File: config.mk
export PLATFORM = sky130hd
export DESIGN_NAME = buffer_pool_first_fit_evict_core
export DESIGN_NICKNAME = d
export VERILOG_FILES = /design/src/rtl/bpfe_pkg.sv /design/src/rtl/buffer_pool_first_fit_evict_core.sv /design/src/rtl/bpfe_ram.sv
export SDC_FILE = /design/constraint.sdc
export NUM_CORES = 2
export LEC_CHECK = 0
export BUFFER_PORTS_ARGS = -buffer_cell sky130_fd_sc_hd__buf_2
export CORE_UTILIZATION = 62
export DETAILED_ROUTE_END_ITERATION = 12
export HOLD_SLACK_MARGIN = 0.05
export PLACE_DENSITY = 0.79
export SLEW_MARGIN = 20
export SYNTH_ARGS = -nofsm -noshare
export SYNTH_HDL_FRONTEND = slang
export SYNTH_SLANG_ARGS = --single-unit
export TNS_END_PERCENT = 1
File: constraint.sdc
create_clock -name clk_i -period 17.72 [get_ports clk_i]
set_input_delay 1.772 -clock clk_i [delete_from_list [all_inputs] [get_ports clk_i]]
set_output_delay 1.772 -clock clk_i [all_outputs]
set_load 0.005 [all_outputs]
File: src/rtl/bpfe_pkg.sv
// ----------------------------------------------------------------------------
// bpfe_pkg
// Shared types and constants of the first-fit buffer pool with idle eviction.
// ----------------------------------------------------------------------------
`default_nettype none

package bpfe_pkg;

  localparam int unsigned THR_BITS   = 16;
  localparam int unsigned IDLE_BITS  = 16;
  localparam logic [THR_BITS-1:0] THR_RESET = 16'd3;

  typedef enum logic [1:0] {
    ACT_ACQUIRE = 2'd0,
    ACT_RELEASE = 2'd1,
    ACT_TICK    = 2'd2,
    ACT_CLEAR   = 2'd3
  } action_e;

  typedef enum logic [2:0] {
    ST_REUSED    = 3'd0,
    ST_CREATED   = 3'd1,
    ST_FULL      = 3'd2,
    ST_RELEASED  = 3'd3,
    ST_NOT_FOUND = 3'd4,
    ST_TICKED    = 3'd5,
    ST_CLEARED   = 3'd6
  } status_e;

  typedef enum logic [2:0] {
    S_IDLE,
    S_RD,
    S_EV,
    S_FIN,
    S_DONE
  } state_e;

endpackage

`default_nettype wire

File: src/rtl/buffer_pool_first_fit_evict_core.sv
// ----------------------------------------------------------------------------
// buffer_pool_first_fit_evict_core
// Ordered buffer pool: first-fit acquire, release by handle, idle ageing with
// in-order compaction on tick, and clear.
//
// Requests enter on the s_axis channel (tuser = action, tdata = usage, size,
// release handle) and one result leaves per request on m_axis (tuser =
// status, tdata = handle, evicted, pool count). The threshold register is
// written on the cfg channel, which is always ready.
// Pool entries sit in one RAM. A small sequencer walks them in order, each
// entry read and then evaluated against the single compare and update path,
// writing back or compacting through the RAM write port. A new request is
// taken only once the previous one is through; the scan covers up to
// POOL_DEPTH entries, stops early on an acquire or release that hits, and is
// skipped by a clear. The result turns valid as s_axis_tready rises again and
// sits in an output register, so the next request is accepted while it waits;
// a stalled receiver holds the sequencer only where a further result would
// have to be loaded.
// Reset empties the pool, zeroes the handle counter and sets the threshold
// to 3. No clearing pass is needed.
// ----------------------------------------------------------------------------
`default_nettype none

module buffer_pool_first_fit_evict_core #(
  parameter int unsigned POOL_DEPTH  = 16,
  parameter int unsigned SIZE_BITS   = 32,
  parameter int unsigned USAGE_BITS  = 8,
  parameter int unsigned HANDLE_BITS = 16
) (
  input  wire                                   clk_i,
  input  wire                                   rst_ni,
  input  wire                                   cfg_valid_i,
  output logic                                  cfg_ready_o,
  input  wire [bpfe_pkg::THR_BITS-1:0]          cfg_data_i,
  input  wire                                   s_axis_tvalid,
  output logic                                  s_axis_tready,
  // usage, size, release_handle
  input  wire [((USAGE_BITS+SIZE_BITS+HANDLE_BITS+7)/8)*8-1:0] s_axis_tdata,
  // action
  input  wire [1:0]                             s_axis_tuser,
  output logic                                  m_axis_tvalid,
  input  wire                                   m_axis_tready,
  // handle, evicted, pool_count
  output logic [((HANDLE_BITS+2*$clog2(POOL_DEPTH+1)+7)/8)*8-1:0] m_axis_tdata,
  // status
  output logic [2:0]                            m_axis_tuser
);

  localparam int unsigned ADDR_W    = $clog2(POOL_DEPTH);
  localparam int unsigned CNT_W     = $clog2(POOL_DEPTH + 1);
  localparam int unsigned IDLE_BITS = bpfe_pkg::IDLE_BITS;
  localparam int unsigned OUT_BITS  = HANDLE_BITS + 2 * CNT_W;
  localparam int unsigned OUT_W     = ((OUT_BITS + 7) / 8) * 8;
  localparam int unsigned E_W       = USAGE_BITS + SIZE_BITS + 1 + IDLE_BITS + HANDLE_BITS;
  localparam int unsigned I_LSB     = HANDLE_BITS;
  localparam int unsigned B_POS     = I_LSB + IDLE_BITS;
  localparam int unsigned S_LSB     = B_POS + 1;
  localparam int unsigned U_LSB     = S_LSB + SIZE_BITS;
  localparam logic [CNT_W-1:0] DEPTH_C = CNT_W'(POOL_DEPTH);

  bpfe_pkg::state_e  state_q, state_d;
  bpfe_pkg::action_e act_q, act_d;
  bpfe_pkg::status_e res_status_q, res_status_d, out_status_q, out_status_d;

  logic [bpfe_pkg::THR_BITS-1:0] thr_q;
  logic [USAGE_BITS-1:0]  usage_q, usage_d;
  logic [SIZE_BITS-1:0]   size_q, size_d;
  logic [HANDLE_BITS-1:0] rel_q, rel_d;
  logic [CNT_W-1:0]       len_q, len_d, idx_q, idx_d, kept_q, kept_d, ev_q, ev_d;
  logic [HANDLE_BITS-1:0] nh_q, nh_d;
  logic [HANDLE_BITS-1:0] res_handle_q, res_handle_d, out_handle_q, out_handle_d;
  logic [CNT_W-1:0]       res_ev_q, res_ev_d, out_ev_q, out_ev_d, out_cnt_q, out_cnt_d;
  logic                   out_valid_q, out_valid_d;

  logic                   ram_we, ram_re;
  logic [ADDR_W-1:0]      ram_waddr, ram_raddr;
  logic [E_W-1:0]         ram_wdata, ram_rdata;

  logic [USAGE_BITS-1:0]  r_usage;
  logic [SIZE_BITS-1:0]   r_size;
  logic                   r_busy;
  logic [IDLE_BITS-1:0]   r_idle, idle_inc;
  logic [HANDLE_BITS-1:0] r_handle;
  logic [CNT_W-1:0]       idx_nxt;
  logic                   last, drop, out_free;

  assign r_handle = ram_rdata[HANDLE_BITS-1:0];
  assign r_idle   = ram_rdata[I_LSB +: IDLE_BITS];
  assign r_busy   = ram_rdata[B_POS];
  assign r_size   = ram_rdata[S_LSB +: SIZE_BITS];
  assign r_usage  = ram_rdata[U_LSB +: USAGE_BITS];
  assign idle_inc = (r_idle == {IDLE_BITS{1'b1}}) ? r_idle : r_idle + IDLE_BITS'(1);
  assign drop     = !r_busy && (idle_inc >= thr_q);
  assign idx_nxt  = idx_q + CNT_W'(1);
  assign last     = (idx_nxt == len_q);
  assign out_free = !out_valid_q || m_axis_tready;

  assign cfg_ready_o   = 1'b1;
  assign s_axis_tready = (state_q == bpfe_pkg::S_IDLE);
  assign m_axis_tvalid = out_valid_q;
  assign m_axis_tuser  = out_status_q;
  assign m_axis_tdata  = OUT_W'({out_cnt_q, out_ev_q, out_handle_q});

  bpfe_ram #(
    .WIDTH(E_W),
    .DEPTH(POOL_DEPTH)
  ) u_ram (
    .clk_i  (clk_i),
    .we_i   (ram_we),
    .waddr_i(ram_waddr),
    .wdata_i(ram_wdata),
    .re_i   (ram_re),
    .raddr_i(ram_raddr),
    .rdata_o(ram_rdata)
  );

  always_comb begin
    state_d      = state_q;
    act_d        = act_q;
    usage_d      = usage_q;
    size_d       = size_q;
    rel_d        = rel_q;
    len_d        = len_q;
    idx_d        = idx_q;
    kept_d       = kept_q;
    ev_d         = ev_q;
    nh_d         = nh_q;
    res_status_d = res_status_q;
    res_handle_d = res_handle_q;
    res_ev_d     = res_ev_q;
    out_status_d = out_status_q;
    out_handle_d = out_handle_q;
    out_ev_d     = out_ev_q;
    out_cnt_d    = out_cnt_q;
    out_valid_d  = out_valid_q && !m_axis_tready;
    ram_we       = 1'b0;
    ram_waddr    = idx_q[ADDR_W-1:0];
    ram_wdata    = ram_rdata;
    ram_re       = 1'b0;
    ram_raddr    = idx_q[ADDR_W-1:0];

    case (state_q)
      bpfe_pkg::S_IDLE: begin
        if (s_axis_tvalid) begin
          act_d        = bpfe_pkg::action_e'(s_axis_tuser);
          usage_d      = s_axis_tdata[USAGE_BITS-1:0];
          size_d       = s_axis_tdata[USAGE_BITS +: SIZE_BITS];
          rel_d        = s_axis_tdata[USAGE_BITS+SIZE_BITS +: HANDLE_BITS];
          idx_d        = '0;
          kept_d       = '0;
          ev_d         = '0;
          res_handle_d = '0;
          res_ev_d     = '0;
          if (bpfe_pkg::action_e'(s_axis_tuser) == bpfe_pkg::ACT_CLEAR) begin
            len_d        = '0;
            res_status_d = bpfe_pkg::ST_CLEARED;
            state_d      = bpfe_pkg::S_DONE;
          end else if (len_q == '0) begin
            state_d = bpfe_pkg::S_FIN;
          end else begin
            state_d = bpfe_pkg::S_RD;
          end
        end
      end
      bpfe_pkg::S_RD: begin
        ram_re  = 1'b1;
        state_d = bpfe_pkg::S_EV;
      end
      bpfe_pkg::S_EV: begin
        idx_d   = idx_nxt;
        state_d = last ? bpfe_pkg::S_FIN : bpfe_pkg::S_RD;
        case (act_q)
          bpfe_pkg::ACT_ACQUIRE: begin
            if (!r_busy && r_usage == usage_q && r_size >= size_q) begin
              ram_we       = 1'b1;
              ram_wdata    = {r_usage, r_size, 1'b1, {IDLE_BITS{1'b0}}, r_handle};
              res_status_d = bpfe_pkg::ST_REUSED;
              res_handle_d = r_handle;
              state_d      = bpfe_pkg::S_DONE;
            end
          end
          bpfe_pkg::ACT_RELEASE: begin
            if (r_handle == rel_q) begin
              ram_we       = 1'b1;
              ram_wdata    = {r_usage, r_size, 1'b0, r_idle, r_handle};
              res_status_d = bpfe_pkg::ST_RELEASED;
              state_d      = bpfe_pkg::S_DONE;
            end
          end
          bpfe_pkg::ACT_TICK: begin
            if (drop) begin
              ev_d = ev_q + CNT_W'(1);
            end else begin
              ram_we    = 1'b1;
              ram_waddr = kept_q[ADDR_W-1:0];
              ram_wdata = {r_usage, r_size, r_busy, r_busy ? r_idle : idle_inc, r_handle};
              kept_d    = kept_q + CNT_W'(1);
            end
          end
          default: begin
            state_d = bpfe_pkg::S_FIN;
          end
        endcase
      end
      bpfe_pkg::S_FIN: begin
        state_d = bpfe_pkg::S_DONE;
        case (act_q)
          bpfe_pkg::ACT_ACQUIRE: begin
            if (len_q < DEPTH_C) begin
              ram_we       = 1'b1;
              ram_waddr    = len_q[ADDR_W-1:0];
              ram_wdata    = {usage_q, size_q, 1'b1, {IDLE_BITS{1'b0}}, nh_q};
              res_status_d = bpfe_pkg::ST_CREATED;
              res_handle_d = nh_q;
              nh_d         = nh_q + HANDLE_BITS'(1);
              len_d        = len_q + CNT_W'(1);
            end else begin
              res_status_d = bpfe_pkg::ST_FULL;
            end
          end
          bpfe_pkg::ACT_RELEASE: begin
            res_status_d = bpfe_pkg::ST_NOT_FOUND;
          end
          bpfe_pkg::ACT_TICK: begin
            res_status_d = bpfe_pkg::ST_TICKED;
            res_ev_d     = ev_q;
            len_d        = kept_q;
          end
          default: begin
            res_status_d = bpfe_pkg::ST_CLEARED;
            len_d        = '0;
          end
        endcase
      end
      bpfe_pkg::S_DONE: begin
        if (out_free) begin
          out_valid_d  = 1'b1;
          out_status_d = res_status_q;
          out_handle_d = res_handle_q;
          out_ev_d     = res_ev_q;
          out_cnt_d    = len_q;
          state_d      = bpfe_pkg::S_IDLE;
        end
      end
      default: begin
        state_d = bpfe_pkg::S_IDLE;
      end
    endcase
  end

  always_ff @(posedge clk_i or negedge rst_ni) begin
    if (!rst_ni) begin
      state_q     <= bpfe_pkg::S_IDLE;
      len_q       <= '0;
      nh_q        <= '0;
      thr_q       <= bpfe_pkg::THR_RESET;
      out_valid_q <= 1'b0;
      idx_q       <= '0;
      kept_q      <= '0;
      ev_q        <= '0;
    end else begin
      state_q     <= state_d;
      len_q       <= len_d;
      nh_q        <= nh_d;
      out_valid_q <= out_valid_d;
      idx_q       <= idx_d;
      kept_q      <= kept_d;
      ev_q        <= ev_d;
      if (cfg_valid_i) begin
        thr_q <= cfg_data_i;
      end
    end
  end

  always_ff @(posedge clk_i) begin
    act_q        <= act_d;
    usage_q      <= usage_d;
    size_q       <= size_d;
    rel_q        <= rel_d;
    res_status_q <= res_status_d;
    res_handle_q <= res_handle_d;
    res_ev_q     <= res_ev_d;
    out_status_q <= out_status_d;
    out_handle_q <= out_handle_d;
    out_ev_q     <= out_ev_d;
    out_cnt_q    <= out_cnt_d;
  end

  // pool never grows past its depth
  a_len_bound: assert property (@(posedge clk_i) disable iff (!rst_ni)
    len_q <= DEPTH_C)
    else $error("pool length beyond depth");

  // compaction writes never overtake the scan
  a_compact_order: assert property (@(posedge clk_i) disable iff (!rst_ni)
    (state_q == bpfe_pkg::S_EV && act_q == bpfe_pkg::ACT_TICK) |->
      (kept_q <= idx_q && kept_q + ev_q == idx_q))
    else $error("compaction ahead of scan");

  // an accepted request keeps the input closed on the next cycle
  a_busy_after_accept: assert property (@(posedge clk_i) disable iff (!rst_ni)
    (s_axis_tvalid && s_axis_tready) |=> !s_axis_tready)
    else $error("request accepted while busy");

  // a waiting result is not overwritten
  a_out_hold: assert property (@(posedge clk_i) disable iff (!rst_ni)
    (out_valid_q && !m_axis_tready) |=> (out_valid_q && $stable(out_handle_q)))
    else $error("stalled result lost");

endmodule

`default_nettype wire

File: src/rtl/bpfe_ram.sv
// ----------------------------------------------------------------------------
// bpfe_ram
// Generic single-write, single-read RAM with registered read data.
// ----------------------------------------------------------------------------
`default_nettype none

module bpfe_ram #(
  parameter int unsigned WIDTH = 8,
  parameter int unsigned DEPTH = 16
) (
  input  wire                             clk_i,
  input  wire                             we_i,
  input  wire [$clog2(DEPTH)-1:0]         waddr_i,
  input  wire [WIDTH-1:0]                 wdata_i,
  input  wire                             re_i,
  input  wire [$clog2(DEPTH)-1:0]         raddr_i,
  output logic [WIDTH-1:0]                rdata_o
);

  logic [WIDTH-1:0] mem_q [DEPTH];

  always_ff @(posedge clk_i) begin
    if (we_i) begin
      mem_q[waddr_i] <= wdata_i;
    end
    if (re_i) begin
      rdata_o <= mem_q[raddr_i];
    end
  end

endmodule

`default_nettype wire

# Word level (Yosys, flattened, before mapping)
# Memories as Yosys holds them, arrays and structs flattened. A register that Yosys moved wholly into a read port is not among the register bits.
# Cells that the tools add are included.
[classes] n_eq_ne=27 reduce_logical=25 muxes=64 n_addsub=6 magnitude_cmp=3
[op_table] op="73-bit two-way mux" n=2
[op_table] op="73-bit case mux with 2 select lines" n=1
[op_table] op="16-bit two-way mux" n=7
[op_table] op="33-bit case mux with 3 select lines" n=1
[op_table] op="33-bit two-way mux" n=2
[op_table] op="5-bit case mux with 2 select lines" n=5
[op_table] op="16-bit case mux with 3 select lines" n=1
[op_table] op="5-bit two-way mux" n=9
[op_table] op="16-bit by 1-bit adder with 16-bit output (second input constant)" n=2
[op_table] op="32-bit greater-or-equal comparator" n=1
[op_table] op="32-bit two-way mux" n=1
[op_table] op="3-bit two-way mux" n=9
[op_table] op="3-bit case mux with 3 select lines" n=3
[op_table] op="2-bit inequality test (second input constant)" n=11
[op_table] op="5-bit by 1-bit adder with 5-bit output (second input constant)" n=4
[op_table] op="16-bit equality test" n=1
[op_table] op="16-bit equality test (second input constant)" n=1
[op_table] op="16-bit greater-or-equal comparator" n=1
[op_table] op="4-bit two-way mux" n=4
[op_table] op="3-bit case mux with 5 select lines" n=1
[op_table] op="5-bit case mux with 3 select lines" n=1
[op_table] op="3-bit inequality test (second input constant)" n=4
[op_table] op="6-bit AND reduction" n=2
[op_table] op="1-bit two-way mux" n=10
[op_table] op="26 further kinds" n=41
[word_totals] output_inout_bits=38 n_memories=1 mem_bits_rw=1168 register_bits=167 inputBits=79 elab_cells=145
[memory_table] name="u_ram.mem_q" words=16 word_bits=73 read_ports=1 rd_ports_with_merged_regs=1 write_ports=1 line_no="bpfe_ram.sv:20" text="logic [WIDTH-1:0] mem_q [DEPTH];"

# Longest topological paths before layout
[logic_depth] ltp_word=9 ltp_mapped=18 ltp_nobuf=17

# Hierarchy
# A second synthesis with hierarchy kept.
[hier_totals] hier_cells=2819 area_unflattened_um2=55189.2
[modules_own_cells] mod="bpfe_ram" instances=1 area_each_um2=45857.7 cells_per_inst=1875
[modules_own_cells] mod="buffer_pool_first_fit_evict_core" instances=1 area_each_um2=9331.4 cells_per_inst=944

# Least setup slack after synthesis
# No wires, ideal clock.
[synth_path] kind="register to register" startpoint="reg u_ram.rdata_o[19], read port of u_ram.mem_q" endpoint="mem u_ram.mem_q[14][0] (netlist name), enable pin" path_slack_ns=8.394 path_stages_with_launch=17 setup_time_ns=0.594 arrival_time_ns=8.732 required_ns=17.126 cell_sequence="edfxtp_1 > buf_2 > nand4_1 > nor4_1 > nand2_1 > nand2_1 > nor3_1 > or2_2 > ha_1 > and3_1 > o21ai_0 > nand3_1 > o31ai_2 > a21oi_1 > a221oi_1 > o21ai_1 > nor3_1"
[synth_between] elab_chain_cells=9 word_cells_on_any_way=13 cone_classes="1 x add/sub; 1 x order compare; 1 x eq/ne; 9 x mux; 1 x reduce/logical"
[synth_lines] item="start: declaration" line_no="bpfe_ram.sv:17" text="output logic [WIDTH-1:0] rdata_o"
[synth_lines] item="16-bit by 1-bit adder with 16-bit output or 16-bit equality test (tied branches)" line_no="buffer_pool_first_fit_evict_core.sv:92" text="assign idle_inc = (r_idle == {IDLE_BITS{1'b1}}) ? r_idle : r_idle + IDLE_BITS'(1);"
[synth_lines] item="16-bit two-way mux (*)" line_no="buffer_pool_first_fit_evict_core.sv:92"
[synth_lines] item="16-bit greater-or-equal comparator (*)" line_no="buffer_pool_first_fit_evict_core.sv:93" text="assign drop = !r_busy && (idle_inc >= thr_q);"
[synth_lines] item="1-bit logical AND (*)" line_no="buffer_pool_first_fit_evict_core.sv:93"
[synth_lines] item="1-bit two-way mux" line_no="buffer_pool_first_fit_evict_core.sv:191" text="if (drop) begin"
[synth_lines] item="1-bit case mux with 3 select lines" line_no="buffer_pool_first_fit_evict_core.sv:172" text="case (act_q)"
[synth_lines] item="1-bit case mux with 2 select lines" line_no="buffer_pool_first_fit_evict_core.sv:142" text="case (state_q)"
[synth_lines] item="1-bit two-way mux" line_no="bpfe_ram.sv:23" text="if (we_i) begin"
[synth_lines] item="1-bit two-way mux (implied by the code)" line_no="bpfe_ram.sv:24" text="mem_q[waddr_i] <= wdata_i;"
[synth_lines] item="end: declaration" line_no="bpfe_ram.sv:20"
# Every way passes the cells marked *; elsewhere a longest branch is shown, timed or not.

# Final worst setup path
[layout_path] startpoint="reg u_ram.rdata_o[19], read port of u_ram.mem_q" endpoint="mem u_ram.mem_q[5][27] (netlist name), enable pin"
# The elaborated chain is that of the path after synthesis.

==> impl_metrics.toml <==
[routing]
routed.top_layer = "met4"
drt-met1-wl_mm = 46.6
vias = 28100
firstDrtPassIters = 6
met3_length_mm = 11.9
routed_via_density = 6.76
drt_wl_total_mm = 128
drt_iter0_drc = 3559
wire_per_inst_um = 30.8
post-route-drc-count = 0
wl_met2_mm = 65.4
ant_nets = 0

[placed_design]
hpwl_mm = 65.3
place_congestion = 0.850
dp_slack_ns = 10.46
dp_cells = 3894
place_area_sq_um = 57500
port-buffer-count = 109

[global_route]
antenna_found_initial = 1
gr-total-overflow = 0
grt_pass1_wl_mm = 189
grt_start_max_net_pins = 71
grt_use_total_pct = 29.1
grt_pass1_vias = 29100

[clock_network]
cts_sinks = 1408
root_buffer = "clkbuf_16"
cts_resized = 0
hold_buffers = 0
clockBufferDepth = 3
htree_num_levels = 4
path_clk_slew_ns = 0.06
cts_tree = "built"
postCtsSetupBuffers = 0
numCtsBuffers = 139
clock_latency_ns = 0.75

[timing]
skew_ns = 0.0421
fmax_ghz = 0.131
setup_viol_count_final = 0
rsz0062_at_grt = "false"
fin_crit_ns = 7.64
finalCritPeriodShare_pct = 43.1
finalHoldViolCount = 0
fin_ws_ns = 10.08
worst_pin_slew_ns = 1.12
maxSlewHeadroom_pct = 25.3
drv_slew = 0
finalSetupTns_ns = 0

[cells_and_area]
diodes = 0
n_fill_cell = 5006
drive_gt1_share_pct = 28.0
final_cells = 4159
synthToLayoutAreaGrowth_pct = 12.6
nets = 3010
fin_util_pct = 70.4
design_area_sq_um = 62200

[worst_setup_path]
crit_required_ns = 18.09
slowest_stage = "nor4_1"
path_max_fanout = 34
path_buf_inv = 2
crit_path_start_kind = "register"
crit_type = "reg -> reg"
crit_chain = "nand4_1, nor4_1, nand2_1, nand2_1, nor3_1, or2_2, ha_1, and3_1, o21ai_0, nand3_1, o31ai_2, a21oi_1, a21oi_2, o211ai_1, nor2_4, buf_4, buf_4"
path_depth = 17
cpPeakStageDelay_ns = 0.73
crit_family = "simple AND/OR/NAND/NOR gates"
crit_arrival_ns = 8.01
worst_setup_path_end_kind = "register"
reg2reg_depth = 17

[yosys]
seq_area_frac_synth_pct = 76.0
synthArstFlopShare_pct = 3.98
yosysTopAreaCell = "edfxtp_1"
avgSynthCellArea_sq_um = 20.7
synth_top_area_share_pct = 73.4
synth_ff_type = "edfxtp_1"
yosysWarnings = 0
synth_most_common_cell = "edfxtp_1"
synth_cells = 2670
synth_commonest_cells = "edfxtp_1, mux4_2, nand2_1, o21ai_0, nor2_1"
synth_cell_types = 57
synth_enable_flop_cells = 1352
synth_seq_cells = 1408
synthTopCellsByArea = "edfxtp_1, mux4_2, dfrtp_1"
netlist_area_sq_um = 55300

[die]
fp-row-count = 109
core_sq_um = 88400
initial_utilization_pct = 62.6
ioPinCount = 117
die_h_um = 301
die_w_um = 301
die_area_sq_um = 90400

[power]
vdd_drop_max_uv = 122
p_leak_uw = 0.0202
power.density_nw_per_um2 = 147

[hold_path]
hold_path_class = "reg -> reg"
worstHoldPathCells = 0

[job]
drv_cap = 0

[run_status]
status = "completed"
## kinds of logic (layout without fill, tap and decap cells)
group           count (synthesis)  in the layout  synth area share, %
compound gates                181            181                 2.11
xor+xnor                       61             61                0.966
fa+ha+maj                      55             55                 1.24
buf+inv                       197            516                 1.41
flops                        1408           1408                 76.0
mux                           386            386                 15.3
other cells                     2              7               0.0136
simple gates                  380            380                 3.04
## sequential cells by signal, indices dropped and copies added, names as in the netlist, 5 cells and up
register	count
thr_q	16
size_q	32
res_handle_q	16
kept_q	5
nh_q	16
ev_q	5
u_ram.rdata_o	73
out_ev_q	5
len_q	5
out_cnt_q	5
usage_q	8
u_ram.mem_q	1168
res_ev_q	5
out_handle_q	16
idx_q	5
rel_q	16
## through the flow
step / hold WS, ns / total power (uW)
2_1_floorplan: 0.400 / 5600
4_1_cts: 0.416 / 9180
3_5_place_dp: 0.405 / 6150
6_report: 0.413 / 9150
5_1_grt: 0.425 / 9440
3_3_place_gp: 0.401 / 6060
## layout make-up
class / count / area [sq um] / area share, %
flip-flops and latches: 1408 / 42000 / 67.5
multi-input cells: 1070 / 12700 / 20.4
clock buffers: 161 / 3660 / 5.87
well taps: 1165 / 1460 / 2.34
repair buffers: 189 / 1150 / 1.85
clock inverters: 98 / 1040 / 1.67
inverters: 68 / 256 / 0.412
## worst reg2reg max path, delay by kind of cell, from the launching register on
kind                     cells  cell delay (ns)
buffers and inverters        2             1.24
AO/OA/AOI/OAI                5             2.04
adder cells (fa/ha/maj)      1             0.29
AND/OR/NAND/NOR              9             3.17
flip-flops                   1             0.51
## power breakdown
part | switching (uW) | total [uW] | internal, uW
combinational | 1050 | 1860 | 806
clock | 1280 | 3010 | 1730
sequential | 159 | 4280 | 4120
total | 2490 | 9150 | 6660
## cells in the final DEF, fill, tap and decap left out, types with 5 or more instances in the layout
cell        instances
edfxtp_1         1352
mux4_2            365
nand2_1           189
clkbuf_16         143
buf_2             109
buf_4              78
inv_1              66
nor2_1             64
o21ai_0            61
ha_1               55
dfrtp_1            50
xnor2_1            45
clkinv_2           40
a21oi_1            26
nand3_1            25
nand4_1            23
o21ai_1            21
mux2i_1            18
clkinv_1           17
clkbuf_1           17
xor2_1             16
bufinv_16          16
nor3_1             13
o211ai_1           13
o21ai_2            12
and3_1             11
clkinvlp_4         11
nor2_4              9
a21o_1              8
nor3_2              8
nor4_1              7
a31oi_1             7
conb_1              7
a211oi_1            6
inv_6               6
or2_2               5
nand2b_1            5
## per-layer routing
| metal | track usage, % | vias to the layer above |
|---|---|---|
| met5 | 0 | - |
| met4 | 10.8 | 0 |
| met3 | 5.09 | 319 |
| met2 | 48.5 | 1803 |
| met1 | 39.2 | 14700 |
| li1 | - | 11300 |
## final timing paths
kind                                        start            endpoint  slack (ns)
worst max register to register  u_ram.rdata_o[19]  u_ram.mem_q[5][27]       10.08
worst min register to register    res_handle_q[4]     out_handle_q[4]        0.41
max in group asynchronous                  rst_ni            idx_q[2]       15.96
worst max-delay path            u_ram.rdata_o[19]  u_ram.mem_q[5][27]       10.08
worst min-delay path              res_handle_q[4]     out_handle_q[4]        0.41
min in group asynchronous                  rst_ni             nh_q[7]        1.17
No activity file was read; power rests on OpenSTA's default activity.
